--- src/glyph_bitmap_blitter_core_macros.svh ---
// Assertion macros for the glyph blitter RTL.
// Each macro expects aclk and aresetn to be visible where it is used.
`ifndef GLYPH_BITMAP_BLITTER_CORE_MACROS_SVH
`define GLYPH_BITMAP_BLITTER_CORE_MACROS_SVH

// Same-cycle implication, disabled while reset is asserted.
`define GBB_ASSERT_IMPL(label, ante, cons) \
    label: assert property (@(posedge aclk) disable iff (!aresetn) (ante) |-> (cons)) \
        else $error("gbb: same-cycle check failed");

// Next-cycle implication, disabled while reset is asserted.
`define GBB_ASSERT_NEXT(label, ante, cons) \
    label: assert property (@(posedge aclk) disable iff (!aresetn) (ante) |=> (cons)) \
        else $error("gbb: next-cycle check failed");

`endif

--- src/gbb_pkg.sv ---
// Shared constants, types and color packing functions for the glyph blitter.
// No dependencies; every RTL module file of the block imports this package.
package gbb_pkg;

    // Field widths.
    localparam int BYTE_W   = 8;
    localparam int LEFT_W   = 12;
    localparam int END_W    = 13;
    localparam int CMP_W    = END_W + 1;
    localparam int PITCH_W  = 10;
    localparam int GFMT_W   = 2;
    localparam int ADDR_W   = 26;
    localparam int LB_W     = 15;
    localparam int COLOR_W  = 32;
    localparam int WSIZE_W  = 2;
    localparam int CFG_IDX_W = 2;
    localparam int BIT_CNT_W = $clog2(BYTE_W);

    // Screen limit for the glyph box.
    localparam int SCREEN_DIM = 4096;

    // Framebuffer pixel formats.
    typedef enum logic [1:0] {
        FB_8BPP  = 2'd0,
        FB_16BPP = 2'd1,
        FB_32BPP = 2'd2,
        FB_NONE  = 2'd3
    } fb_fmt_t;

    // Glyph source formats; any other code is unsupported.
    localparam logic [GFMT_W-1:0] GF_1BPP = 2'd0;
    localparam logic [GFMT_W-1:0] GF_8BPP = 2'd1;

    // Write size codes.
    localparam logic [WSIZE_W-1:0] WS_BYTE = 2'd0;
    localparam logic [WSIZE_W-1:0] WS_HALF = 2'd1;
    localparam logic [WSIZE_W-1:0] WS_WORD = 2'd2;

    // Configuration register indexes.
    localparam logic [CFG_IDX_W-1:0] CFG_FB_FORMAT  = 2'd0;
    localparam logic [CFG_IDX_W-1:0] CFG_LINE_BYTES = 2'd1;
    localparam logic [CFG_IDX_W-1:0] CFG_FG_COLOR   = 2'd2;
    localparam logic [CFG_IDX_W-1:0] CFG_BG_COLOR   = 2'd3;

    // Reset values of the configuration registers.
    localparam logic [COLOR_W-1:0] FG_RESET = 32'h00FF_FFFF;
    localparam logic [COLOR_W-1:0] BG_RESET = 32'h0000_0000;

    // One result word.
    typedef struct packed {
        logic [ADDR_W-1:0]  byte_addr;
        logic [COLOR_W-1:0] pixel_data;
        logic [WSIZE_W-1:0] write_size;
        logic               fault;
        logic               glyph_done;
        logic               run_last;
    } gbb_word_t;

    // Pack an RGB888 color into the framebuffer format.
    function automatic logic [COLOR_W-1:0] pack_color(fb_fmt_t fmt, logic [COLOR_W-1:0] c);
        logic [COLOR_W-1:0] res;
        unique case (fmt)
            FB_8BPP:  res = {24'd0, c[7:0]};
            FB_16BPP: res = {16'd0, c[23:19], c[15:10], c[7:3]};
            default:  res = c;
        endcase
        return res;
    endfunction

    // Write size code for a framebuffer format.
    function automatic logic [WSIZE_W-1:0] size_code(fb_fmt_t fmt);
        logic [WSIZE_W-1:0] res;
        unique case (fmt)
            FB_8BPP:  res = WS_BYTE;
            FB_16BPP: res = WS_HALF;
            default:  res = WS_WORD;
        endcase
        return res;
    endfunction

    // Log2 of bytes per pixel, used to scale the column into a byte offset.
    function automatic logic [1:0] bpp_shift(fb_fmt_t fmt);
        logic [1:0] res;
        unique case (fmt)
            FB_8BPP:  res = 2'd0;
            FB_16BPP: res = 2'd1;
            default:  res = 2'd2;
        endcase
        return res;
    endfunction

endpackage

--- src/gbb_serial_mul.sv ---
// Bit-serial shift-add multiplier for the row base address (top row times line bytes).
// Depends on gbb_pkg; takes one multiplier bit per cycle, MSB first.
module gbb_serial_mul import gbb_pkg::*; (
    input  logic              aclk,
    input  logic              aresetn,
    input  logic              start,
    input  logic [LB_W-1:0]   mcand,
    input  logic [LEFT_W-1:0] mplier,
    output logic              busy,
    output logic              done,
    output logic [ADDR_W-1:0] product
);

    localparam int CNT_W = $clog2(LEFT_W + 1);

    logic [CNT_W-1:0]  cnt_reg;
    logic [LEFT_W-1:0] mplier_reg;
    logic [LB_W-1:0]   mcand_reg;
    logic [ADDR_W-1:0] acc_reg;
    logic              busy_reg;
    logic              done_reg;
    logic [ADDR_W-1:0] acc_next;

    // One partial product per cycle; the product wraps modulo the address width.
    always_comb begin
        acc_next = {acc_reg[ADDR_W-2:0], 1'b0};
        if (mplier_reg[LEFT_W-1]) begin
            acc_next = acc_next + ADDR_W'(mcand_reg);
        end
    end

    // Control: count the multiplier bits and flag completion.
    always_ff @(posedge aclk) begin
        if (!aresetn) begin
            busy_reg <= 1'b0;
            done_reg <= 1'b0;
            cnt_reg  <= '0;
        end else begin
            done_reg <= busy_reg && (cnt_reg == CNT_W'(1));
            if (start) begin
                busy_reg <= 1'b1;
                cnt_reg  <= CNT_W'(LEFT_W);
            end else if (busy_reg) begin
                cnt_reg <= cnt_reg - CNT_W'(1);
                if (cnt_reg == CNT_W'(1)) begin
                    busy_reg <= 1'b0;
                end
            end
        end
    end

    // Datapath: operands and accumulator.
    always_ff @(posedge aclk) begin
        if (start) begin
            mplier_reg <= mplier;
            mcand_reg  <= mcand;
            acc_reg    <= '0;
        end else if (busy_reg) begin
            mplier_reg <= {mplier_reg[LEFT_W-2:0], 1'b0};
            acc_reg    <= acc_next;
        end
    end

    assign busy    = busy_reg;
    assign done    = done_reg;
    assign product = acc_reg;

endmodule

--- src/gbb_out_stage.sv ---
// Output register for result words, decoupling the pixel engine from the sink.
// Depends on gbb_pkg for the word type.
module gbb_out_stage import gbb_pkg::*; (
    input  logic      aclk,
    input  logic      aresetn,
    input  logic      load,
    input  gbb_word_t word_in,
    output logic      free,
    input  logic      m_ready,
    output logic      m_valid,
    output gbb_word_t word_out
);

    logic      valid_reg;
    gbb_word_t word_reg;

    // The register can take a new word when empty or when its word leaves now.
    assign free = !valid_reg || m_ready;

    // Valid flag.
    always_ff @(posedge aclk) begin
        if (!aresetn) begin
            valid_reg <= 1'b0;
        end else if (free) begin
            valid_reg <= load;
        end
    end

    // Payload.
    always_ff @(posedge aclk) begin
        if (load && free) begin
            word_reg <= word_in;
        end
    end

    assign m_valid  = valid_reg;
    assign word_out = word_reg;

endmodule

--- src/glyph_bitmap_blitter_core.sv ---
// Glyph blitter top level: expands glyph bitmap bytes into framebuffer pixel writes.
// A byte taken passes through the EVAL and PIX states, and each pixel word through the output register.
// The input is held while a byte is walked (1bpp: up to eight pixels per byte, 8bpp: one),
// and a start byte also waits in the MUL state for the bit-serial row address multiply.
// Reset is synchronous, active low; it restores the register defaults and idles.
// Depends on gbb_pkg, gbb_serial_mul, gbb_out_stage and the assertion macro header.
`include "glyph_bitmap_blitter_core_macros.svh"

module glyph_bitmap_blitter_core import gbb_pkg::*; (
    input  logic                 aclk,
    input  logic                 aresetn,
    // Configuration write port.
    input  logic                 cfg_wr_en,
    input  logic [CFG_IDX_W-1:0] cfg_index,
    input  logic [COLOR_W-1:0]   cfg_wdata,
    // Input words.
    input  logic                 s_valid,
    output logic                 s_ready,
    input  logic                 s_glyph_start,
    input  logic [LEFT_W-1:0]    s_left_x,
    input  logic [END_W-1:0]     s_end_x,
    input  logic [LEFT_W-1:0]    s_top_y,
    input  logic [END_W-1:0]     s_end_y,
    input  logic [PITCH_W-1:0]   s_row_pitch,
    input  logic [GFMT_W-1:0]    s_glyph_format,
    input  logic [BYTE_W-1:0]    s_src_byte,
    // Result words.
    output logic                 m_valid,
    input  logic                 m_ready,
    output logic [ADDR_W-1:0]    m_byte_addr,
    output logic [COLOR_W-1:0]   m_pixel_data,
    output logic [WSIZE_W-1:0]   m_write_size,
    output logic                 m_fault,
    output logic                 m_glyph_done,
    output logic                 m_run_last
);

    typedef enum logic [5:0] {
        ST_IDLE  = 6'b000001,
        ST_MUL   = 6'b000010,
        ST_EVAL  = 6'b000100,
        ST_PIX   = 6'b001000,
        ST_FIN   = 6'b010000,
        ST_FAULT = 6'b100000
    } state_t;

    localparam logic [PITCH_W-1:0] BIR_MAX = '1;

    state_t               state_reg, state_next;

    // Configuration registers.
    fb_fmt_t              fb_format_reg;
    logic [LB_W-1:0]      line_bytes_reg;
    logic [COLOR_W-1:0]   fg_color_reg;
    logic [COLOR_W-1:0]   bg_color_reg;

    // Glyph geometry and walk state.
    logic [LEFT_W-1:0]    left_reg;
    logic [END_W-1:0]     end_x_reg;
    logic [END_W-1:0]     end_y_reg;
    logic [PITCH_W-1:0]   pitch_reg;
    logic [GFMT_W-1:0]    gfmt_reg;
    logic [END_W-1:0]     cur_x_reg;
    logic [END_W-1:0]     cur_y_reg;
    logic [PITCH_W-1:0]   bir_reg;
    logic [ADDR_W-1:0]    row_base_reg;
    logic                 aborted_reg;
    logic                 start_pend_reg;

    // Source bit shifter.
    logic [BYTE_W-1:0]    src_sh_reg;
    logic [BIT_CNT_W-1:0] bit_cnt_reg;

    logic                 in_fire;
    logic                 mul_busy;
    logic                 mul_done;
    logic [ADDR_W-1:0]    mul_product;
    logic                 out_free;
    logic                 out_load;
    gbb_word_t            out_word;
    gbb_word_t            out_q;

    logic [END_W-1:0]     end_x_sat;
    logic [END_W-1:0]     end_y_sat;
    logic [END_W-1:0]     cur_x_inc;
    logic                 pix_fg;
    logic [COLOR_W-1:0]   pix_color;
    logic [ADDR_W-1:0]    pix_addr;
    logic                 pix_done;
    logic                 pix_last;
    logic                 x_past_end;
    logic [PITCH_W-1:0]   bir_inc;
    logic                 fin_new_row;

    assign s_ready = (state_reg == ST_IDLE);
    assign in_fire = s_valid && s_ready;

    // Clamp the box to the screen.
    assign end_x_sat = (CMP_W'(s_end_x) > CMP_W'(SCREEN_DIM)) ? END_W'(SCREEN_DIM) : s_end_x;
    assign end_y_sat = (CMP_W'(s_end_y) > CMP_W'(SCREEN_DIM)) ? END_W'(SCREEN_DIM) : s_end_y;

    // Row base address multiplier, started with each glyph start word.
    gbb_serial_mul u_mul (
        .aclk    (aclk),
        .aresetn (aresetn),
        .start   (in_fire && s_glyph_start),
        .mcand   (line_bytes_reg),
        .mplier  (s_top_y),
        .busy    (mul_busy),
        .done    (mul_done),
        .product (mul_product)
    );

    // Pixel word: color select, packing, address and end-of-glyph detection.
    assign cur_x_inc  = cur_x_reg + END_W'(1);
    assign x_past_end = (cur_x_reg >= end_x_reg);
    assign pix_fg     = (gfmt_reg == GF_8BPP) ? (|src_sh_reg) : src_sh_reg[BYTE_W-1];
    assign pix_color  = pix_fg ? fg_color_reg : bg_color_reg;
    assign pix_addr   = row_base_reg + (ADDR_W'(cur_x_reg) << bpp_shift(fb_format_reg));
    assign pix_done   = (CMP_W'(cur_y_reg) + CMP_W'(1) == CMP_W'(end_y_reg))
                        && (cur_x_inc == end_x_reg);
    assign pix_last   = (gfmt_reg == GF_8BPP) || (bit_cnt_reg == '0)
                        || (cur_x_inc >= end_x_reg);

    // Result word mux: a fault word carries no write.
    always_comb begin
        if (state_reg == ST_FAULT) begin
            out_word = '{byte_addr: '0, pixel_data: '0, write_size: WS_BYTE,
                         fault: 1'b1, glyph_done: 1'b0, run_last: 1'b1};
        end else begin
            out_word = '{byte_addr: pix_addr,
                         pixel_data: pack_color(fb_format_reg, pix_color),
                         write_size: size_code(fb_format_reg),
                         fault: 1'b0, glyph_done: pix_done,
                         run_last: pix_last || pix_done};
        end
    end

    assign out_load = ((state_reg == ST_PIX) || (state_reg == ST_FAULT)) && out_free;

    gbb_out_stage u_out (
        .aclk     (aclk),
        .aresetn  (aresetn),
        .load     (out_load),
        .word_in  (out_word),
        .free     (out_free),
        .m_ready  (m_ready),
        .m_valid  (m_valid),
        .word_out (out_q)
    );

    assign m_byte_addr  = out_q.byte_addr;
    assign m_pixel_data = out_q.pixel_data;
    assign m_write_size = out_q.write_size;
    assign m_fault      = out_q.fault;
    assign m_glyph_done = out_q.glyph_done;
    assign m_run_last   = out_q.run_last;

    // Row bookkeeping at the end of a byte.
    assign bir_inc     = (bir_reg == BIR_MAX) ? bir_reg : bir_reg + PITCH_W'(1);
    assign fin_new_row = (gfmt_reg == GF_1BPP) ? (x_past_end && (bir_inc >= pitch_reg))
                                               : x_past_end;

    // Sequencer next state.
    always_comb begin
        state_next = state_reg;
        unique case (state_reg)
            ST_IDLE: begin
                if (in_fire) begin
                    state_next = s_glyph_start ? ST_MUL : ST_EVAL;
                end
            end
            ST_MUL: begin
                if (mul_done) begin
                    state_next = ST_EVAL;
                end
            end
            ST_EVAL: begin
                if (start_pend_reg && gfmt_reg[1]) begin
                    state_next = ST_FAULT;
                end else if (start_pend_reg && ((CMP_W'(left_reg) >= CMP_W'(end_x_reg))
                             || (cur_y_reg >= end_y_reg))) begin
                    state_next = ST_IDLE;
                end else if (aborted_reg || (cur_y_reg >= end_y_reg)) begin
                    state_next = ST_IDLE;
                end else if ((gfmt_reg == GF_1BPP) && x_past_end) begin
                    state_next = ST_FIN;
                end else if (fb_format_reg == FB_NONE) begin
                    state_next = ST_FAULT;
                end else begin
                    state_next = ST_PIX;
                end
            end
            ST_PIX: begin
                if (out_free) begin
                    if (pix_done) begin
                        state_next = ST_IDLE;
                    end else if (pix_last) begin
                        state_next = ST_FIN;
                    end
                end
            end
            ST_FIN: begin
                state_next = ST_IDLE;
            end
            ST_FAULT: begin
                if (out_free) begin
                    state_next = ST_IDLE;
                end
            end
            default: begin
                state_next = ST_IDLE;
            end
        endcase
    end

    // Configuration registers.
    always_ff @(posedge aclk) begin
        if (!aresetn) begin
            fb_format_reg  <= FB_32BPP;
            line_bytes_reg <= '0;
            fg_color_reg   <= FG_RESET;
            bg_color_reg   <= BG_RESET;
        end else if (cfg_wr_en) begin
            unique case (cfg_index)
                CFG_FB_FORMAT:  fb_format_reg  <= fb_fmt_t'(cfg_wdata[1:0]);
                CFG_LINE_BYTES: line_bytes_reg <= cfg_wdata[LB_W-1:0];
                CFG_FG_COLOR:   fg_color_reg   <= cfg_wdata;
                CFG_BG_COLOR:   bg_color_reg   <= cfg_wdata;
                default:        fg_color_reg   <= fg_color_reg;
            endcase
        end
    end

    // Sequencer, geometry and walk state.
    always_ff @(posedge aclk) begin
        if (!aresetn) begin
            state_reg      <= ST_IDLE;
            left_reg       <= '0;
            end_x_reg      <= '0;
            end_y_reg      <= '0;
            pitch_reg      <= '0;
            gfmt_reg       <= GF_1BPP;
            cur_x_reg      <= '0;
            cur_y_reg      <= '0;
            bir_reg        <= '0;
            row_base_reg   <= '0;
            aborted_reg    <= 1'b0;
            start_pend_reg <= 1'b0;
        end else begin
            state_reg <= state_next;
            unique case (state_reg)
                ST_IDLE: begin
                    if (in_fire) begin
                        start_pend_reg <= s_glyph_start;
                        if (s_glyph_start) begin
                            left_reg    <= s_left_x;
                            end_x_reg   <= end_x_sat;
                            end_y_reg   <= end_y_sat;
                            pitch_reg   <= s_row_pitch;
                            gfmt_reg    <= s_glyph_format;
                            cur_x_reg   <= END_W'(s_left_x);
                            cur_y_reg   <= END_W'(s_top_y);
                            bir_reg     <= '0;
                            aborted_reg <= 1'b0;
                        end
                    end
                end
                ST_MUL: begin
                    if (mul_done) begin
                        row_base_reg <= mul_product;
                    end
                end
                ST_EVAL: begin
                    start_pend_reg <= 1'b0;
                    if (start_pend_reg && !gfmt_reg[1]
                        && ((CMP_W'(left_reg) >= CMP_W'(end_x_reg))
                            || (cur_y_reg >= end_y_reg))) begin
                        aborted_reg <= 1'b1;
                    end
                end
                ST_PIX: begin
                    if (out_free) begin
                        cur_x_reg <= cur_x_inc;
                        if (pix_done) begin
                            aborted_reg <= 1'b1;
                        end
                    end
                end
                ST_FIN: begin
                    if (fin_new_row) begin
                        cur_y_reg    <= cur_y_reg + END_W'(1);
                        cur_x_reg    <= END_W'(left_reg);
                        bir_reg      <= '0;
                        row_base_reg <= row_base_reg + ADDR_W'(line_bytes_reg);
                    end else if (gfmt_reg == GF_1BPP) begin
                        bir_reg <= bir_inc;
                    end
                end
                ST_FAULT: begin
                    if (out_free) begin
                        aborted_reg <= 1'b1;
                    end
                end
                default: begin
                    aborted_reg <= aborted_reg;
                end
            endcase
        end
    end

    // Source bit shifter: one bit leaves per emitted pixel, MSB first.
    always_ff @(posedge aclk) begin
        if (in_fire) begin
            src_sh_reg  <= s_src_byte;
            bit_cnt_reg <= BIT_CNT_W'(BYTE_W - 1);
        end else if ((state_reg == ST_PIX) && out_free) begin
            src_sh_reg  <= {src_sh_reg[BYTE_W-2:0], 1'b0};
            bit_cnt_reg <= bit_cnt_reg - BIT_CNT_W'(1);
        end
    end

    // A fault word never marks a finished glyph and always closes its byte.
    `GBB_ASSERT_IMPL(a_fault_shape, m_valid && m_fault, m_run_last && !m_glyph_done)
    // The final pixel of a glyph is also the last word of its byte.
    `GBB_ASSERT_IMPL(a_done_is_last, m_valid && m_glyph_done, m_run_last)
    // No new word is taken while the row multiplier is still running.
    `GBB_ASSERT_IMPL(a_mul_blocks_input, mul_busy, !s_ready)
    // Emitting the final pixel leaves the block idle until the next glyph start.
    `GBB_ASSERT_NEXT(a_done_aborts, out_load && out_word.glyph_done, aborted_reg)

endmodule
--- config.mk ---
export PLATFORM = sky130hd
export DESIGN_NAME = glyph_bitmap_blitter_core
export DESIGN_NICKNAME = d
export VERILOG_FILES = /design/src/gbb_pkg.sv /design/src/gbb_serial_mul.sv /design/src/gbb_out_stage.sv /design/src/glyph_bitmap_blitter_core.sv
export VERILOG_INCLUDE_DIRS = /design/src /design/src/src
export SDC_FILE = /design/constraint.sdc
export NUM_CORES = 1
export LEC_CHECK = 0
export BUFFER_PORTS_ARGS = -buffer_cell sky130_fd_sc_hd__buf_2
export CAP_MARGIN = 40
export CORE_ASPECT_RATIO = 1.5
export CORE_MARGIN = 2
export CORE_UTILIZATION = 42
export DETAILED_ROUTE_END_ITERATION = 12
export GPL_ROUTABILITY_DRIVEN = 1
export SLEW_MARGIN = 20
export SYNTH_ARGS = -nofsm -noshare
export SYNTH_HDL_FRONTEND = slang
export SYNTH_SLANG_ARGS = --single-unit
--- constraint.sdc ---
create_clock -name aclk -period 5.4 [get_ports aclk]
set_clock_uncertainty 0.15 [all_clocks]
set_input_delay 0.27 -clock aclk [delete_from_list [all_inputs] [get_ports aclk]]
set_output_delay 0.27 -clock aclk [all_outputs]
set_load 0.02 [all_outputs]
Word level (Yosys, flattened, before mapping)

Index checks and enable logic that the tools add are counted.
Widths: inputs -> output; s select.

Register bits after elaboration: 335
Output and inout port bits: 65
Logic and storage cells: 181

Add/sub/neg operators: 9
Magnitude comparators: 7
Equality and inequality tests: 26
Shifts and indexed selects: 1
Multiplexer cells: 58
Bitwise operators: 1
Reductions and logical operators: 47

Operators by type and width:

| kind                  | count |
|---|---|
| $mux 13               | 9 |
| $mux 26               | 3 |
| $mux 6                | 11 |
| $pmux 32 s2           | 1 |
| $add 26x15->26        | 2 |
| $pmux 26 s2           | 1 |
| $mux 10               | 5 |
| $ge 13x13->1          | 3 |
| $pmux 13 s3           | 1 |
| $mux 32               | 1 |
| $pmux 6 s5            | 1 |
| $add 13x1->13 const B | 2 |
| $add 26x26->26        | 1 |
| $gt 13x13->1 const B  | 2 |
| $pmux 13 s2           | 1 |
| $shl 13x2->26         | 1 |
| $mux 12               | 2 |
| $pmux 10 s2           | 1 |
| $mux 8                | 2 |
| $add 13x1->14 const B | 1 |
| $eq 14x13->1          | 1 |
| $eq 13x13->1          | 1 |
| $ge 12x13->1          | 1 |
| $logic_and 1x1->1     | 13 |
| other kinds (38)      | 82 |

Depth between registers and ports, before layout

Word-level depth: 7
Depth in mapped cells: 16
Gate-level depth less buffers: 15

Modules after synthesis

Synthesis repeated with hierarchy kept, for this count alone.

Cells, all modules: 2156
Area, all modules: 18755.5 um^2

Modules (own cells, without submodules):

| module                    | instances | cells an instance | area an instance (um^2) |
|---|---|---|---|
| glyph_bitmap_blitter_core | 1         | 1768              | 13555.5 |
| gbb_serial_mul            | 1         | 320               | 3250.6 |
| gbb_out_stage             | 1         | 68                | 1949.4 |

Least setup slack after synthesis

OpenSTA, ideal clock, no wires.

Kind: register -> register
From: reg state_reg[0]
To: reg u_out.word_reg, in the netlist u_out.word_out[0] (enable)
Library setup time: 0.486 ns
Arrival time: 3.786 ns
Setup slack: 0.978 ns
Cell stages (with the launch flop): 6
Cells stage by stage: dfxtp_1 nor4_2 and3b_1 buf_2 nor2_1 nor2_1

Word-level cells in the longest chain between the ends: 4
Elaborated cells between the ends (all ways): 5

Ends and longest elaborated chain:

| item                                     | line                             | RTL |
|---|---|---|
| from (decl)                              | glyph_bitmap_blitter_core.sv:49  | `state_t state_reg, state_next;` |
| from (signal assigned)                   | glyph_bitmap_blitter_core.sv:251 | `state_reg <= state_next;` |
| $eq 6x4->1 or $eq 6x6->1 (tied branches) | glyph_bitmap_blitter_core.sv:139 | `assign out_load = ((state_reg == ST_PIX) \|\| (state_reg == ST_FAULT)) && out_free;` |
| $logic_or 1x1->1 *                       | glyph_bitmap_blitter_core.sv:139 |  |
| $logic_and 1x1->1 *                      | glyph_bitmap_blitter_core.sv:139 |  |
| named net out_load                       | glyph_bitmap_blitter_core.sv:79  | `logic out_load;` |
| $logic_and 1x1->1 *                      | gbb_out_stage.sv:31              | `if (load && free) begin` |
| to (signal assigned)                     | gbb_out_stage.sv:32              | `word_reg <= word_in;` |
| to (decl)                                | gbb_out_stage.sv:15              | `gbb_word_t word_reg;` |

The timed path passes the listed nets; every way through them passes the cells marked *.
A chain may end at the register's enable or synchronous reset.

Final worst setup path

From: reg bir_reg[3]
To: reg row_base_reg[1]

Word-level cells in the longest chain between the ends: 7
Elaborated cells between the ends (all ways): 8

Ends and longest elaborated chain:

| item                                          | line                             | RTL |
|---|---|---|
| from (decl)                                   | glyph_bitmap_blitter_core.sv:65  | `logic [PITCH_W-1:0] bir_reg;` |
| from (signal assigned)                        | glyph_bitmap_blitter_core.sv:297 | `bir_reg <= bir_inc;` |
| $add 10x1->10 or $eq 10x10->1 (tied branches) | glyph_bitmap_blitter_core.sv:160 | `assign bir_inc = (bir_reg == BIR_MAX) ? bir_reg : bir_reg + PITCH_W'(1);` |
| $mux 10 *                                     | glyph_bitmap_blitter_core.sv:160 |  |
| $ge 10x10->1 *                                | glyph_bitmap_blitter_core.sv:161 | `assign fin_new_row = (gfmt_reg == GF_1BPP) ? (x_past_end && (bir_inc >= pitch_reg))` |
| $logic_and 1x1->1 *                           | glyph_bitmap_blitter_core.sv:161 |  |
| $mux 1 *                                      | glyph_bitmap_blitter_core.sv:161 |  |
| $ne 2x2->1 (no line) *                        | --                               |  |
| $reduce_and 3->1 (no line) *                  | --                               |  |
| to (signal assigned)                          | glyph_bitmap_blitter_core.sv:271 | `row_base_reg <= mul_product;` |
| to (signal assigned)                          | glyph_bitmap_blitter_core.sv:295 | `row_base_reg <= row_base_reg + ADDR_W'(line_bytes_reg);` |
| to (decl)                                     | glyph_bitmap_blitter_core.sv:66  | `logic [ADDR_W-1:0] row_base_reg;` |

Every way passes the cells marked *; elsewhere a longest branch is shown, timed or not.

==> impl_metrics.env <==
export IMPL_status="completed"
export IMPL_num_fill_cells=4147
export IMPL_setup_viol=0
export IMPL_max_stage_delay_ps=700
export IMPL_ys_ff_latch=335
export IMPL_grtUsageTotal_pct=23.32
export IMPL_wl_um=53410
export IMPL_drive_gt1_share_pct=12.68
export IMPL_synth_most_common_cell="nand2_1"
export IMPL_finalHoldViolations=0
export IMPL_drt_iter0_markers=998
export IMPL_drc=0
export IMPL_dpl_cell_area_sq_um=19640
export IMPL_critical_path_class="register to register"
export IMPL_grt_met3_usage_pct=2.538
export IMPL_synth_edf_count=98
export IMPL_grt_first_pass_wirelength_um=85210
export IMPL_numClockSinks=335
export IMPL_synth_cell_types=85
export IMPL_final_antenna_net_count=0
export IMPL_htree_levels=2
export IMPL_via_per_inst=5.519
export IMPL_startpoint_type="register"
export IMPL_tns_ps=0
export IMPL_first_pass_iters=5
export IMPL_p_per_area_nw_per_um2=333.7
export IMPL_rsz0062_at_grt="false"
export IMPL_required_ps=5650
export IMPL_antenna_found_initial=0
export IMPL_synth_top_area_share_pct=26.09
export IMPL_max_cap_viol_count=0
export IMPL_fin_area_sq_um=21930
export IMPL_synth_top_area_cell="dfxtp_1"
export IMPL_relSlewSlack_pct=36.43
export IMPL_use_met2_pct=42.39
export IMPL_critical_path_max_fanout=18
export IMPL_cts_root_buffer="clkbuf_16"
export IMPL_numCtsBuffers=35
export IMPL_use_met1_pct=27.47
export IMPL_worst_path_max_delay_cell="a31oi_2"
export IMPL_finish_utilization_pct=51.22
export IMPL_synth_flop_cell="dfxtp_1"
export IMPL_wl_per_cell_um=18.09
export IMPL_fmax_ghz=0.2236
export IMPL_portBuffers=174
export IMPL_regArea_sq_um=7687
export IMPL_cts_resized=0
export IMPL_multi_input_area_sq_um=9808
export IMPL_grt_pass1_vias=16201
export IMPL_worstMarginPinSlew_ps=953.5
export IMPL_rows=93
export IMPL_path_clk_slew_ps=60
export IMPL_crit_path_end_kind="register"
export IMPL_synth_common_cells="nand2_1 (410), dfxtp_1 (237), a21oi_1 (182), nor2_1 (151)"
export IMPL_p_leak_uw=0.008826
export IMPL_synth_nets=2348
export IMPL_overflow=0
export IMPL_core_sq_um=42820
export IMPL_yosysSeqAreaShare_pct=42.27
export IMPL_place_gp_congestion=0.8689
export IMPL_syn2layout_area_growth_pct=20.59
export IMPL_yosys_warnings=0
export IMPL_finish_net_count=2581
export IMPL_dpl_hpwl_um=37890
export IMPL_synth_cells=2122
export IMPL_drv_slew=0
export IMPL_largest_reg_flops=63
export IMPL_avgSynthCellArea_sq_um=8.570
export IMPL_cts_buffer_depth=3
export IMPL_peakVddDrop_mv=0.2315
export IMPL_synth_area_sq_um=18190
export IMPL_clk_latency_ps=550
export IMPL_cpMostUsedCell="and3_1"
export IMPL_top_usage_layer="met2"
export IMPL_worstPathArrival_ps=4720
export IMPL_hp_class="input pin to register"
export IMPL_dieArea_sq_um=45010
export IMPL_vias=16291
export IMPL_grt_max_degree=72
export IMPL_cts_tree="done"
export IMPL_ios=175
export IMPL_fp_dieW_um=173.9
export IMPL_die_h_um=258.9
export IMPL_ys_async_sr_fraction_pct=0
export IMPL_initial_core_util_pct=42.47
export IMPL_crit_chain="and3_1 -> and3_1 -> nand4_1 -> and2_0 -> and3_1 -> or2_2 -> ha_1 -> a211oi_1 -> o21ai_0 -> a21o_1 -> a31oi_2 -> buf_4 -> a211oi_1 -> a21oi_1 -> nor2_1"
export IMPL_min_period_ps=4472
export IMPL_yosys_top_cells_area="dfxtp_1 (26%), edfxtp_1 (16%), nand2_1 (8.5%), ha_1 (7.8%), a21oi_1 (5.0%)"
export IMPL_antennaDiodeCount=0
export IMPL_fin_crit_sh_pct=82.81
[repair_timing]
action	in CTS	in global routing
hold endpoints to repair	168	0
buffers inserted	0	0
hold buffers	105	0
[layer usage]
metal | share of wire (%) | wire, um
met4 | 4.7 | 2501
met5 | 0 | 0
met3 | 4.1 | 2170
met1 | 40 | 21620
met2 | 51 | 27120
[metrics by stage]
step | hold WS, ps | total power (uW) | instances | setup WS (ps)
final | 37.35 | 7319 | 2952 | 928.5
after global routing | 35.77 | 7691 | 2952 | 576.4
after CTS | 12.86 | 7374 | 2948 | 941.8
after detailed placement | 297.6 | 4798 | 2779 | 956.1
after global placement | 291.2 | 4732 | 2769 | 1083
after floorplan | 228.6 | 4272 | 2122 | 978.1
[where the power goes]
part           switching (uW)  internal (uW)  leakage, uW
Sequential                240           2840      0.00284
Combinational             996            744      0.00542
Clock                    1070           1420     0.000562
Total                    2310           5010      0.00883
[placed cells by master (no fill, tap or decap), types with 6 or more instances in the layout]
| master | count |
|---|---|
| nand2_1 | 410 |
| dfxtp_1 | 237 |
| a21oi_1 | 182 |
| buf_2 | 176 |
| nor2_1 | 149 |
| o21ai_0 | 113 |
| ha_1 | 113 |
| dlygate4sd3_1 | 105 |
| edfxtp_1 | 98 |
| inv_1 | 74 |
| nand3_1 | 64 |
| mux2i_1 | 61 |
| xnor2_1 | 58 |
| clkbuf_16 | 38 |
| nor3_1 | 31 |
| a21o_1 | 29 |
| xor2_1 | 28 |
| a211oi_1 | 28 |
| o22ai_1 | 22 |
| and3_1 | 19 |
| nor2b_1 | 18 |
| nand2b_1 | 18 |
| a311oi_1 | 18 |
| nor4_1 | 17 |
| buf_4 | 17 |
| and2_1 | 16 |
| a31oi_1 | 16 |
| a22oi_1 | 13 |
| nand4_1 | 12 |
| or3_1 | 11 |
| o21ai_1 | 10 |
| o31ai_1 | 9 |
| clkbuf_1 | 9 |
| nand3b_1 | 8 |
| mux2_2 | 8 |
| or2_2 | 7 |
| nor3b_1 | 7 |
| o21a_1 | 6 |
[worst max-delay path: cells and delay by family, from the launching register on]
kind	cells	cell delay, ps
AOI/OAI and AO/OA	6	1540
adders and majority gates	1	190
buffers and inverters	1	340
DFF	1	440
and+or+nand+nor	7	1700
[final timing paths]
kind	startpoint	endpoint	cells after the start	slack, ps
hold reg to reg	bg_color_reg[23]	bg_color_reg[23]	2	300
setup reg to reg	bir_reg[3]	row_base_reg[1]	15	930
hold / removal	s_valid	src_sh_reg[0]	2	40
setup / recovery	bir_reg[3]	row_base_reg[1]	15	930
[area by class of cell]
type	instances	area share, %
clock buffer	52	4.804
clock inverter	12	0.6162
inverter	77	1.329
multi-input combinational	1597	44.72
sequential	335	35.05
tap	570	3.252
timing repair buffer	309	10.22
[cells by family after synthesis]
logic type	after synthesis	synth area share, %
muxes	69	3.853
xor gates and xnor gates	86	4.142
buffers and inverters	190	4.052
DFF	335	42.27
adders and majority gates	116	8.105
AOI/OAI and AO/OA	507	17.21
other	1	0.02062
and+or+nand+nor	818	20.35
Power figures use the tool's default switching activity.
